### src/rtl/set_assoc_cache_lru_controller_defines.svh
// Assertion helpers shared by the cache controller.
`ifndef SET_ASSOC_CACHE_LRU_CONTROLLER_DEFINES_SVH
`define SET_ASSOC_CACHE_LRU_CONTROLLER_DEFINES_SVH

// Same-cycle implication, checked outside reset.
`define SACL_ASSERT_NOW(label, clk, rst, ante, cons, msg) \
   label: assert property (@(posedge clk) disable iff (rst) (ante) |-> (cons)) \
      else $error(msg);

// Next-cycle implication, checked outside reset.
`define SACL_ASSERT_NEXT(label, clk, rst, ante, cons, msg) \
   label: assert property (@(posedge clk) disable iff (rst) (ante) |=> (cons)) \
      else $error(msg);

`endif

### src/rtl/sacl_pkg.sv
`default_nettype none

package sacl_pkg;

   // Access kinds
   localparam logic KIND_WRITE = 1'b0;
   localparam logic KIND_READ  = 1'b1;

   // Control register port
   localparam int CSR_INDEX_BITS = 8;
   localparam int CSR_DATA_BITS  = 32;
   localparam logic [CSR_INDEX_BITS-1:0] CSR_WRITE_THROUGH  = 8'd0;
   localparam logic [CSR_INDEX_BITS-1:0] CSR_WRITE_ALLOCATE = 8'd1;

   // Way numbers carried between lookup and top; covers up to 16 ways
   localparam int WAY_IDX_BITS = 4;

   typedef struct packed {
      logic        kind;
      logic [31:0] address;
   } req_type;

   typedef struct packed {
      logic        hit;
      logic [1:0]  way_used;
      logic        fill_request;
      logic [31:0] fill_address;
      logic        writeback_request;
      logic [31:0] writeback_address;
      logic        write_forward;
   } rsp_type;

   typedef struct packed {
      logic                    hit;
      logic [WAY_IDX_BITS-1:0] hit_way;
      logic [WAY_IDX_BITS-1:0] victim_way;
   } lookup_type;

   function automatic int floor_log2(input int value);
      int n;
      int x;
      n = 0;
      x = value;
      while (x > 1) begin
         x = x >> 1;
         n = n + 1;
      end
      return n;
   endfunction

endpackage

`default_nettype wire

### src/rtl/sacl_lookup.sv
`default_nettype none

module sacl_lookup #(
   parameter int WAYS  = 4,
   parameter int TAG_W = 20
) (
   input  wire [WAYS-1:0]             way_valid,
   input  wire [WAYS-1:0][TAG_W-1:0]  way_tag,
   input  wire [WAYS-1:0][31:0]       way_stamp,
   input  wire [TAG_W-1:0]            tag,
   output sacl_pkg::lookup_type       result
);

   localparam int IW     = sacl_pkg::WAY_IDX_BITS;
   localparam int WAY_W  = (WAYS > 1) ? $clog2(WAYS) : 1;
   localparam int LEAVES = 1 << WAY_W;

   logic             hit;
   logic [IW-1:0]    hit_way;
   logic [31:0]      node_stamp [WAY_W+1][LEAVES];
   logic [WAY_W-1:0] node_idx   [WAY_W+1][LEAVES];
   logic             node_ok    [WAY_W+1][LEAVES];
   logic             take_right;

   // Lowest matching way wins: scan down so the last match kept is the lowest.
   always_comb begin
      hit     = 1'b0;
      hit_way = '0;
      for (int i = WAYS - 1; i >= 0; i--) begin
         if (way_valid[i] && (way_tag[i] == tag)) begin
            hit     = 1'b1;
            hit_way = IW'(i);
         end
      end
   end

   // Oldest stamp by a compare tree; ties keep the left (lower) way.
   always_comb begin
      take_right = 1'b0;
      for (int l = 0; l <= WAY_W; l++) begin
         for (int n = 0; n < LEAVES; n++) begin
            node_stamp[l][n] = '0;
            node_idx[l][n]   = '0;
            node_ok[l][n]    = 1'b0;
         end
      end
      for (int n = 0; n < LEAVES; n++) begin
         if (n < WAYS) begin
            node_stamp[0][n] = way_stamp[n];
            node_idx[0][n]   = WAY_W'(n);
            node_ok[0][n]    = 1'b1;
         end
      end
      for (int l = 0; l < WAY_W; l++) begin
         for (int n = 0; n < (LEAVES >> (l + 1)); n++) begin
            take_right = node_ok[l][2*n+1] &&
                         (!node_ok[l][2*n] || (node_stamp[l][2*n+1] < node_stamp[l][2*n]));
            node_stamp[l+1][n] = take_right ? node_stamp[l][2*n+1] : node_stamp[l][2*n];
            node_idx[l+1][n]   = take_right ? node_idx[l][2*n+1]   : node_idx[l][2*n];
            node_ok[l+1][n]    = node_ok[l][2*n] || node_ok[l][2*n+1];
         end
      end
   end

   always_comb begin
      result.hit        = hit;
      result.hit_way    = hit_way;
      result.victim_way = IW'(node_idx[WAY_W][0]);
   end

endmodule

`default_nettype wire

### config.mk
export PLATFORM = sky130hd
export DESIGN_NAME = sacl_lookup
export DESIGN_NICKNAME = d
export VERILOG_FILES = /design/src/rtl/set_assoc_cache_lru_controller_defines.svh /design/src/rtl/sacl_pkg.sv /design/src/rtl/sacl_lookup.sv
export SDC_FILE = /design/constraint.sdc
export NUM_CORES = 1
export LEC_CHECK = 0
export ABC_AREA = 1
export BUFFER_PORTS_ARGS = -buffer_cell sky130_fd_sc_hd__buf_2
export CAP_MARGIN = 40
export CORE_ASPECT_RATIO = 1.2
export CORE_MARGIN = 2
export CORE_UTILIZATION = 40
export DETAILED_ROUTE_END_ITERATION = 10
export GPL_TIMING_DRIVEN = 1
export PLACE_DENSITY = 0.76
export SETUP_SLACK_MARGIN = 0.1
export SKIP_LAST_GASP = 1
export SLEW_MARGIN = 20
export SYNTH_ARGS = -nofsm -noshare
export SYNTH_HDL_FRONTEND = slang
export SYNTH_SLANG_ARGS = --single-unit
### constraint.sdc
create_clock -name vclk -period 5.1
set_input_delay 0.765 -clock vclk [all_inputs]
set_output_delay 0.765 -clock vclk [all_outputs]
set_load 0.01 [all_outputs]
# After elaboration in Yosys (flattened, before gate mapping)
# Cells that the tools add are included.
[word_totals]
in_bits = 232
regBits = 0
[classes]
n_eq_ne = 4
order_cmp = 3
mux = 13
reduce_logical = 4
[ops]
columns = ["operator", "n"]
rows = [
  ["$lt 32x32->1", 3],
  ["$eq 20x20->1", 4],
  ["$mux 32", 2],
  ["$mux 2", 5],
  ["$mux 1", 6],
  ["$logic_and 1x1->1", 4],
]

# Logic depth before layout (Yosys ltp)
[logic_depth]
word_depth = 6
mapped_depth = 29

# Worst setup path after synthesis
# Ideal clock, no wire load.
[synth_timing]
path_kind = "input -> output"
start = "in way_stamp[95] in the netlist's numbering"
end = "out result[0] in the netlist's numbering"
required_time_ns = 4.335
cell_stages = 21
t_arrival_ns = 3.515
slack_ns = 0.820
path_cell_list = "inv_1 ha_1 nand2_1 nor2_1 nor3b_2 nor3b_2 nand2_1 nand2_1 clkinv_1 clkbuf_1 nand2_1 o21ai_0 ha_1 a21oi_1 nor2_1 a211oi_1 o221ai_1 a221oi_1 nand2_1 nand2_1 nand2_1"
[synth_lines]
columns = ["element", "line_no", "text"]
rows = [
  ["from (decl)", "sacl_lookup.sv:9", "input wire [WAYS-1:0][31:0] way_stamp,"],
  ["to (decl)", "sacl_lookup.sv:11", "output sacl_pkg::lookup_type result"],
]

==> metrics.md <==
| Metric | Value |
|---|---|
| Status | finished, final reports clean |
| RSZ-0062 raised after global routing | no |
| Critical Path Source Type | primary input |
| Yosys Warn Count | 0 |
| Pre-Repair DR Iteration Count | 5 |
| Avg Synthesized Cell Area | 5.960 um^2 |
| Slew headroom | 55.36% |
| Number of max-cap violations | 0 |
| Crit-path max cell delay | 320 ps |
| DR DRC count | 0 |
| Leak | 0.003142 uW |
| Via density | 5.151 |
| Initial antenna violation count | 1 |
| Overall power | 538.1 uW |
| Endpoint class of the critical path | output pin |
| Worst-path cell chain | buf_2 > inv_1 > ha_1 > nand2_1 > nor2_2 > nor3b_4 > nor3b_2 > nand2_1 > nand2_2 > clkinvlp_4 > buf_4 > nand2_1 > o21ai_0 > ha_1 > nand2_1 > nor2_1 > a211oi_1 > o221ai_1 > a221oi_2 > nand2_1 > nand2_1 > nand2_1 > buf_2 |
| Nets | 1212 |
| Clock period minus worst slack | 4667 ps |
| Crit-path max FO | 16 |
| Largest cells by area after synthesis | ha_1 (30%), nand2_1 (15%), o21ai_0 (11%) |
| Max-slew violation count | 0 |
| Utilization after layout | 55.41% |
| Worst ir drop on vdd | 0.06148 mV |
| Yosys top cell by area | ha_1 |
| Largest net degree at the start of global routing | 27 |
| GRT Total Usage | 23.73% |
| CP Data Arrival Time | 3900 ps |
| Bufs and invs on worst path | 5 |
| Most frequent CP cell | nand2_1 |
| Last weighted congestion value of the routability-driven placer | 0.9468 |
| PortBufs | 237 |
| Average wire per standard cell | 13.16 um |
| Pwr Density | 102.1 nW/um^2 |
| WP data required | 4340 ps |
| GR Util met3 | 3.557% |
| Sequential area share after synthesis | 0% |
| Core area | 9515 um^2 |
| Synth cell types | 35 |
| Num rows | 39 |
| Cell family with most CP delay | simple AND/OR/NAND/NOR gates |
| Fill count | 1004 |
| Final period util | 91.51% |
| Via count | 5197 |
| Worst-Margin Slew | 652.7 ps |
| Top-Level Pins | 241 |
| Wirelength, routed | 13280 um |
| Routed Antenna Nets | 0 |
| Layout sequential cell count | 0 |
| Full die area | 10570 um^2 |
| Chip width | 94.18 um |
| Area delta synth->final | 35.06% |
| Setup violators final | 0 |
| Die H | 112.2 um |
| Setup TNS | 0 ps |
| Hold WS | 2033 ps |
| First-pass GRT wire length | 20910 um |
| Reg area | 0 um^2 |
| Dpl cell area | 5214 um^2 |
| Overflow after GRT | 0 |
| Most used routing layer | met2 |
| Final hold violation count | 0 |
| Hpwl dp | 12020 um |
| Fmax | 214.3 MHz |
| Post-Syn Instances | 655 |
| Footprint of the multi-input gates | 3475 um^2 |
| Initial cell density of the core | 41.03% |
| Worst min path class | in -> out |
| Slowest stage cell on the critical path | ha_1 |
| M2 GR Usage | 41.71% |
| Layout cells sized above 1 | 29.15% |
| Met1 usage | 30.72% |
| Post-Syn Area | 3904 um^2 |
| CLK BUF | 0 |
| Initial drt markers | 270 |
| Design Area, Final | 5273 um^2 |
| Number of global-route vias before repair | 4823 |
| Synth top area share | 29.81% |
| Crit Path Class | in -> out |
[metal layers]
layer	vias up	part of all wire, %
met5	-	0
met4	0	1.8
met3	32	8.2
met2	232	48
met1	2206	42
li1	2727	-
[path summary, 6_finish.rpt]
| path | cells after the start | end | from |
|---|---|---|---|
| worst max-delay path | 23 | result[0] | way_stamp[95] |
| worst min-delay path | 5 | result[8] | way_tag[13] |
[layout by cell type (no fill, tap or decap), drive strengths merged, types with 6 or more instances in the layout]
| cell | n |
|---|---|
| a22o | 7 |
| xor2 | 17 |
| nor4 | 12 |
| buf | 244 |
| nand3 | 9 |
| nor2 | 24 |
| a21oi | 44 |
| ha | 93 |
| inv | 102 |
| o22ai | 19 |
| a221oi | 11 |
| o21ai | 87 |
| a211oi | 6 |
| nand4 | 13 |
| nand2 | 164 |
[synthesized netlist by cell type, types with 3 or more instances]
cell	instances
nand3_1	9
inv_1	102
a21oi_1	44
nand2_1	161
and3_1	3
nand4_1	13
o22ai_1	19
ha_1	93
o21ai_1	3
a22o_1	7
clkbuf_1	13
a221oi_1	11
o21ai_0	84
a21o_1	3
xnor2_1	4
nor3_1	4
a211oi_1	6
nor4_1	11
nor2_1	24
xor2_1	17
buf_4	5
[report_power, final]
part	leakage (uW)	total, uW	switching (uW)	internal [uW]
clock	0.00000000634	0.0000264	0	0.0000264
sequential	0	0	0	0
combinational	0.00314	538	301	237
[final cells by class]
type               instances  share of cell area, %
diodes                     1                0.04746
inverters                103                  7.404
multi-input cells        537                  65.90
well taps                123                  2.919
repair buffers           244                  23.64
repair inverters           1                0.09492
[per-stage QoR]
step | cells | setup slack [ps]
after floorplan | 658 | 820.0
after global placement | 1006 | 346.2
after detailed placement | 1006 | 266.0
after CTS | 1006 | 244.4
after global routing | 1009 | 74.91
final | 1009 | 432.9
[cells by family (layout without fill, tap and decap cells)]
| group | count (synthesis) | count (layout) | share of synthesized area [%] |
|---|---|---|---|
| other | 1 | 5 | 0.09606 |
| XOR/XNOR | 21 | 21 | 4.711 |
| AO/OA/AOI/OAI | 185 | 185 | 27.31 |
| adder cells (fa/ha/maj) | 93 | 93 | 29.81 |
| buffers and inverters | 121 | 348 | 12.12 |
| AND/OR/NAND/NOR | 234 | 234 | 25.96 |
[timing repair]
action	in CTS	in global routing
hold endpoints to repair	0	0
hold buffers	0	0
endpoints found under the setup margin	0	2
setup buffers	0	1
gates resized for setup	0	11
No activity file was read; power rests on OpenSTA's default activity.
