File: src/rtl/set_assoc_cache_lru_controller_defines.svh
// Assertion helpers shared by the cache controller.
`ifndef SET_ASSOC_CACHE_LRU_CONTROLLER_DEFINES_SVH
`define SET_ASSOC_CACHE_LRU_CONTROLLER_DEFINES_SVH

// Same-cycle implication, checked outside reset.
`define SACL_ASSERT_NOW(label, clk, rst, ante, cons, msg) \
   label: assert property (@(posedge clk) disable iff (rst) (ante) |-> (cons)) \
      else $error(msg);

// Next-cycle implication, checked outside reset.
`define SACL_ASSERT_NEXT(label, clk, rst, ante, cons, msg) \
   label: assert property (@(posedge clk) disable iff (rst) (ante) |=> (cons)) \
      else $error(msg);

`endif

File: src/rtl/sacl_ram.sv
`default_nettype none

module sacl_ram #(
   parameter int WIDTH = 8,
   parameter int DEPTH = 2
) (
   input  wire                                          clock,
   input  wire                                          wr_en,
   input  wire [((DEPTH > 1) ? $clog2(DEPTH) : 1)-1:0]  wr_addr,
   input  wire [WIDTH-1:0]                              wr_data,
   input  wire                                          rd_en,
   input  wire [((DEPTH > 1) ? $clog2(DEPTH) : 1)-1:0]  rd_addr,
   output logic [WIDTH-1:0]                             rd_data
);

   logic [WIDTH-1:0] mem_ff [DEPTH];
   logic [WIDTH-1:0] rd_data_ff;

   always_ff @(posedge clock) begin
      if (wr_en) begin
         mem_ff[wr_addr] <= wr_data;
      end
      if (rd_en) begin
         rd_data_ff <= mem_ff[rd_addr];
      end
   end

   assign rd_data = rd_data_ff;

endmodule

`default_nettype wire

File: config.mk
export PLATFORM = sky130hd
export DESIGN_NAME = sacl_ram
export DESIGN_NICKNAME = d
export VERILOG_FILES = /design/src/rtl/set_assoc_cache_lru_controller_defines.svh /design/src/rtl/sacl_ram.sv
export SDC_FILE = /design/constraint.sdc
export NUM_CORES = 1
export LEC_CHECK = 0
export BUFFER_PORTS_ARGS = -buffer_cell sky130_fd_sc_hd__buf_2
export CELL_PAD_IN_SITES_DETAIL_PLACEMENT = 1
export CELL_PAD_IN_SITES_GLOBAL_PLACEMENT = 1
export CORE_MARGIN = 8
export CORE_UTILIZATION = 38
export CTS_BUF_LIST = sky130_fd_sc_hd__clkbuf_8 sky130_fd_sc_hd__clkbuf_16
export CTS_CLUSTER_SIZE = 28
export DETAILED_ROUTE_END_ITERATION = 8
export GPL_TIMING_DRIVEN = 0
export MAX_ROUTING_LAYER = met4
export PLACE_DENSITY = 0.82
export SLEW_MARGIN = 5
export SYNTH_ARGS = -nofsm -noshare
export SYNTH_HDL_FRONTEND = slang
export SYNTH_SLANG_ARGS = --single-unit
File: constraint.sdc
create_clock -name clock -period 0.95 [get_ports clock]
set_input_delay 0.19 -clock clock [delete_from_list [all_inputs] [get_ports clock]]
set_output_delay 0.19 -clock clock [all_outputs]
set_load 0.02 [all_outputs]
Word level (Yosys, flattened, before mapping):

Memories as Yosys holds them, arrays and structs flattened. A register that Yosys moved wholly into a read port is not among the register bits.
Index checks and enable logic that the tools add are counted.

* output and inout port bits: 8
* flip-flop bits (word level): 0
* RAM bits: 16
* memories: 1

Memories
* mem_ff: words 2, bits a word 8, rd ports 1, clocked after memory_dff 1, write ports 1, RTL line sacl_ram.sv:16 `logic [WIDTH-1:0] mem_ff [DEPTH];`

* multiplexer cells: 2

Operator list (count)
* $mux 1: 2

Longest topological paths before layout:

Gate-level depths: netlist (run 1).

* depth after elaboration: 2
* mapped depth: 2
* depth with buffers taken out: 1

Worst setup path after synthesis (run 1):

No wires, ideal clock.

* path kind: input to register
* from: input port wr_en
* to: memory mem_ff[0][0], enable pin
* path buffers: 0
* data arrival time: 610 ps
* stages on the path: 1
* slack: -33 ps
* setup time: 373 ps
* cells stage by stage: nor2b_1

* word-level cells in the longest chain between the ends: 2

Ends and longest elaborated chain
* from (decl): RTL line sacl_ram.sv:8 `input wire wr_en,`
* $mux 1: RTL line sacl_ram.sv:20 `if (wr_en) begin`
* $mux 1 (implied by the code): RTL line sacl_ram.sv:21 `mem_ff[wr_addr] <= wr_data;`
* to (decl): RTL line sacl_ram.sv:16

Every way passes these cells.

Worst setup path after layout (run 1):

* from: register rd_data_ff[6], in the netlist rd_data[6] (read register of mem_ff)
* to: output port rd_data[6]

RTL lines
* from (decl): RTL line sacl_ram.sv:17 `logic [WIDTH-1:0] rd_data_ff;`
* to (decl): RTL line sacl_ram.sv:13 `output logic [WIDTH-1:0] rd_data`

No word-level cell between the ends.

==> out/metrics.yaml, run 1 <==
run_status:
  status: "finished, violations left"
  violations: "negative setup slack"
power_and_ir_drop:
  power.density_mw_per_mm2: 1900
  fin_total_pwr_mw: 2.04
  p_leak_nw: 0.415
  ir_worst_vdd_mv: 0.795
route:
  drtIter0Drc: 1
  avgRoutedWirePerCell_um: 13.8
  drtPass1Iterations: 4
  routed_wl_mm: 1.19
  vias: 389
  final_antenna_net_count: 0
  via_per_inst: 4.52
  drc_errors: 0
floorplanning:
  die_width_um: 63.7
  core_mm2: 0.00219
  boundaryPins: 21
  initial_core_util_pct: 39.5
  num_rows: 17
  die_area_mm2: 0.00406
  die_y_um: 63.7
sta:
  slew_headroom_pct: 72.3
  layout_setup_ws_ns: -0.0346
  period_share_pct: 104
  hold_slack_ns: 0.114
  worstMarginPinSlew_ns: 0.414
  finalClockSkew_ns: 0.000796
  rsz0062_at_grt: "true"
  hold_viol: 0
  fmax_ghz: 1.02
  setup_viol: 8
  period_needed_ns: 0.985
  final_max_slew_viol_count: 0
critical_path:
  reg2regPathDepth: 1
  crit_path_start_kind: "register"
  critPathBufInv: 1
  worstPathArrival_ns: 0.79
  path_delay_family: "flip-flops"
  cp-endpoint: "rd_data[6]"
  rr_endpoint: "rd_data[3]$_DFFE_PP_"
  end_kind: "primary output"
  r2r_slack_ns: 0.05
  cp.depth: 1
  cp_max_fo: 1
  critPathRequiredTime_ns: 0.76
  regToRegStartpoint: "mem_ff[0][3]$_DFFE_PP_"
  critPathKind: "reg2out"
  slowest_delay_ns: 0.39
  cp_slowest_cell: "edfxtp_1"
  crit_chain: "buf_6"
  cp-startpoint: "rd_data[6]$_DFFE_PP_"
global_route:
  grt_use_total_pct: 6.43
  grt_pass1_vias: 458
  grt_remaining_overflow: 0
  antenna_found_initial: 0
  grt_pass1_wl_mm: 1.97
  grt_max_degree: 14
synth:
  yosys_register_bits: 24
  synth_cell_types: 5
  synth_top_area_cell: "edfxtp_1"
  synthesis.nets: 48
  ys_warn_count: 0
  synth_area_per_cell_um2: 24.7
  synth_area_leaders: "edfxtp_1 83%, mux2_4 14%, buf_6 1.3%"
  synthCells: 35
  synth_top_area_share_pct: 83.4
  syn_area_um2: 865
  synth_seq_area_share_pct: 83.4
finish:
  final_cell_mix: "24 x edfxtp_1, 14 x buf_2, 8 x mux2_4"
  mostFrequentLayoutCell: "edfxtp_1"
  layout-drive-gt1-share_pct: 55.2
  final_nets: 72
  final_util_pct: 49.0
  area_growth_pct: 24.2
  diodes: 0
hold_path:
  hold_path_class: "in2reg"
  hold_start: "wr_data[0]"
  whs_path_depth: 1
placed_design:
  gp_congestion: 0.643
  io_buffers: 19
cts:
  cts_tree: "built"
  clockBufferDepth: 2
  postCtsSetupRepairBufs: 0
  clk_latency_ns: 0.26
  path_clk_slew_ns: 0.08
  htree_levels: 1
  cts_inserted_buffers: 3
  numClockSinks: 24
  clockRootBuffer: "clkbuf_8"
flow_run:
  drv_cap: 0
==> cell type report <==
| class | count | area, um^2 |
|---|---|---|
| Tap cell | 28 | 35.0 |
| Timing Repair Buffer | 19 | 126 |
| Clock inverter | 1 | 3.75 |
| Multi-Input combinational cell | 10 | 135 |
| Clock buffer | 3 | 41.3 |
| Fill cell | 209 | 1120 |
| Buffer | 1 | 11.3 |
| Sequential cell | 24 | 721 |
==> cells in the mapped netlist <==
cell type	instances
and2_1	1
edfxtp_1	24
buf_6	1
nor2b_1	1
mux2_4	8
==> per-layer routing <==
metal,track usage [%],up-vias,part of all wire (%)
met2,10.8,18,50
met3,3.00,5,7.2
met5,-,-,0
met4,5.01,0,3.4
li1,-,182,-
met1,5.40,184,40
==> power by group <==
part | leakage [nW] | switching [mW] | internal (mW) | total, mW
Combinational | 0.163 | 0.0849 | 0.102 | 0.186
Clock | 0.0231 | 0.295 | 0.288 | 0.583
Sequential | 0.228 | 0.0213 | 1.25 | 1.27
==> sequential cells by signal (all words and copies together) (netlist names) <==
signal and cells:
mem_ff 16, rd_data 8
==> kinds of logic (layout without fill, tap and decap cells) <==
kind of cell,after synthesis,in the layout,share of synthesized area [%]
buf+inv,1,24,1.30
flops,24,24,83.4
simple gates,2,2,1.45
mux,8,8,13.9
==> worst min-delay path by stage <==
stage and end:
3_5_place_dp mem_ff[0][1]$_DFFE_PP_, 5_1_grt mem_ff[1][0]$_DFFE_PP_, 3_3_place_gp mem_ff[0][1]$_DFFE_PP_, 6_report mem_ff[1][0]$_DFFE_PP_, 4_1_cts mem_ff[1][1]$_DFFE_PP_, 2_1_floorplan mem_ff[0][0]$_DFFE_PP_
==> metrics by stage <==
| stage | instance area, um^2 | worst slack, ns | cells | TNS (ns) |
|---|---|---|---|---|
| floorplan | 867 | 0.0836 | 35 | 0 |
| global placement | 997 | -0.0340 | 82 | -0.321 |
| detailed placement | 997 | -0.0772 | 82 | -0.939 |
| CTS | 1050 | -0.0443 | 86 | -0.219 |
| global route | 1070 | -0.0720 | 86 | -0.434 |
| finish | 1070 | -0.0346 | 86 | -0.164 |
==> what timing repair did <==
item,in CTS,in global routing
pin swaps,0,0
hold buffers,0,0
endpoints found under the setup margin,8,8
hold endpoints to repair,0,0
gates resized for setup,2,8
Power figures use the tool's default switching activity.
==> run 2: changes to the inputs <==
--- a/config.mk
+++ b/config.mk
@@ -11,7 +11,7 @@
 export CORE_MARGIN = 8
 export CORE_UTILIZATION = 38
 export CTS_BUF_LIST = sky130_fd_sc_hd__clkbuf_8 sky130_fd_sc_hd__clkbuf_16
-export CTS_CLUSTER_SIZE = 28
+export CTS_CLUSTER_SIZE = 20
 export DETAILED_ROUTE_END_ITERATION = 8
 export GPL_TIMING_DRIVEN = 0
 export MAX_ROUTING_LAYER = met4
==> constraint.sdc (replaced) <==
create_clock -name clock -period 0.95 [get_ports clock]
set_input_delay 0.095 -clock clock [delete_from_list [all_inputs] [get_ports clock]]
set_output_delay 0.095 -clock clock [all_outputs]
set_load 0.02 [all_outputs]
==> out/metrics.yaml, run 2 (synthesized netlist as in run 1, its figures left out) <==
power_and_ir_drop:
  p_sw_share_pct: 19.4
  intPower_mw: 1.62
  p_sw_mw: 0.391
  power.density_mw_per_mm2: 1930
  power.share.combinational_pct: 8.4
  pwr-share-seq_pct: 63.0
  ir_worst_vdd_mv: 0.771
  p_leak_nw: 0.404
  pwr-share-clk_pct: 28.6
global_route:
  grt_pass1_vias: 414
  grt_use_total_pct: 6.43
  grt_max_degree: 14
  grt_pass1_wl_mm: 1.90
  antenna_found_initial: 0
  grt_remaining_overflow: 0
finish:
  layout-drive-gt1-share_pct: 55.2
  diodes: 0
  largest_reg_flops: 16
  final_cell_mix: "24 x edfxtp_1, 19 x buf_2, 8 x mux2_4"
  mostFrequentLayoutCell: "edfxtp_1"
  fin_area_mm2: 0.00104
  final_nets: 72
  final_util_pct: 47.6
  largest_register: "mem_ff"
  area_growth_pct: 20.6
hold_path:
  hold_path_class: "in2reg"
  hold_start: "wr_data[0]"
  whs_path_depth: 1
  min_delay_worst_endpoint: "mem_ff[0][0]$_DFFE_PP_"
run_status:
  status: "finished, final reports clean"
cts:
  clockRootBuffer: "clkbuf_8"
  cts_inserted_buffers: 3
  clockBufferDepth: 2
  postCtsSetupRepairBufs: 0
  htree_levels: 1
  numClockSinks: 24
  path_clk_slew_ns: 0.08
  cts_tree: "built"
  clk_latency_ns: 0.26
route:
  drtPass1Iterations: 3
  final_antenna_net_count: 0
  avgRoutedWirePerCell_um: 14.2
  drtIter0Drc: 1
  vias: 378
  via_per_inst: 4.40
  drc_errors: 0
  routed_wl_mm: 1.22
sta:
  final_max_slew_viol_count: 0
  fmax_ghz: 1.12
  hold_viol: 0
  worstMarginPinSlew_ns: 0.419
  slew_headroom_pct: 71.9
  setup_viol: 0
  period_share_pct: 94.0
  rsz0062_at_grt: "false"
  layout_setup_ws_ns: 0.0566
  period_needed_ns: 0.893
  finalClockSkew_ns: 0.00557
floorplanning:
  boundaryPins: 21
  num_rows: 17
  die_area_mm2: 0.00406
  die_width_um: 63.7
  initial_core_util_pct: 39.5
  die_y_um: 63.7
  core_mm2: 0.00219
placed_design:
  gp_congestion: 0.650
  io_buffers: 19
  dpl_cell_area_um2: 995
  dp_slack_ns: -0.218
critical_path:
  crit_path_start_kind: "register"
  regToRegStartpoint: "mem_ff[0][4]$_DFFE_PP_"
  crit_chain: "mux2_4"
  reg2regPathDepth: 1
  worstPathArrival_ns: 0.91
  critPathRequiredTime_ns: 0.96
  cp-startpoint: "mem_ff[0][4]$_DFFE_PP_"
  cp_slowest_cell: "edfxtp_1"
  r2r_slack_ns: 0.06
  critPathBufInv: 0
  cp_max_fo: 1
  path_delay_family: "flip-flops"
  end_kind: "register"
  critPathKind: "reg2reg"
  slowest_delay_ns: 0.38
  rr_endpoint: "rd_data[4]$_DFFE_PP_"
flow_run:
  drv_cap: 0
run 2: worst max-delay path by stage:
stage,to,cells after the start
global route,rd_data[3],1
CTS,rd_data[3],1
detailed placement,mem_ff[0][5]$_DFFE_PP_,2
finish,rd_data[4]$_DFFE_PP_,1
floorplan,mem_ff[0][0]$_DFFE_PP_,1
global placement,mem_ff[0][6]$_DFFE_PP_,2
run 2: layout make-up:
class,instances,area [um^2]
repair buffers,19,95.1
plain buffers,1,11.3
multi-input cells,10,135
clock inverters,1,3.75
clock buffers,3,41.3
flip-flops and latches,24,721
well taps,28,35.0
fillers,214,1150
run 2: routing by layer:
metal | GRT usage, % | share of wire (%)
met4 | 6.69 | 3.1
met5 | - | 0
met1 | 6.14 | 43
met2 | 9.25 | 46
met3 | 2.83 | 7.8
run 2: stage by stage:
| stage | total power [mW] | std cells | setup TNS, ns | hold WS (ns) |
|---|---|---|---|---|
| 6_report | 2.01 | 86 | 0 | 0.0188 |
| 5_1_grt | 2.08 | 86 | 0 | 0.0134 |
| 4_1_cts | 2.05 | 86 | 0 | 0.00823 |
| 3_5_place_dp | 1.47 | 82 | -1.75 | 0.287 |
| 3_3_place_gp | 1.45 | 82 | -1.28 | 0.284 |
| 2_1_floorplan | 1.40 | 35 | 0 | 0.194 |
run 2: power by group through the flow:
stage / Sequential [mW] / Combinational (mW) / Clock, mW
6_report: 1.27 / 0.169 / 0.577
5_1_grt: 1.27 / 0.185 / 0.626
4_1_cts: 1.27 / 0.172 / 0.605
3_5_place_dp: 1.29 / 0.172 / 0
3_3_place_gp: 1.29 / 0.167 / 0
2_1_floorplan: 1.32 / 0.0724 / 0
run 2: repair_timing:
action	CTS	global route
endpoints found under the setup margin	0	8
hold buffers	0	0
gates resized for setup	0	1
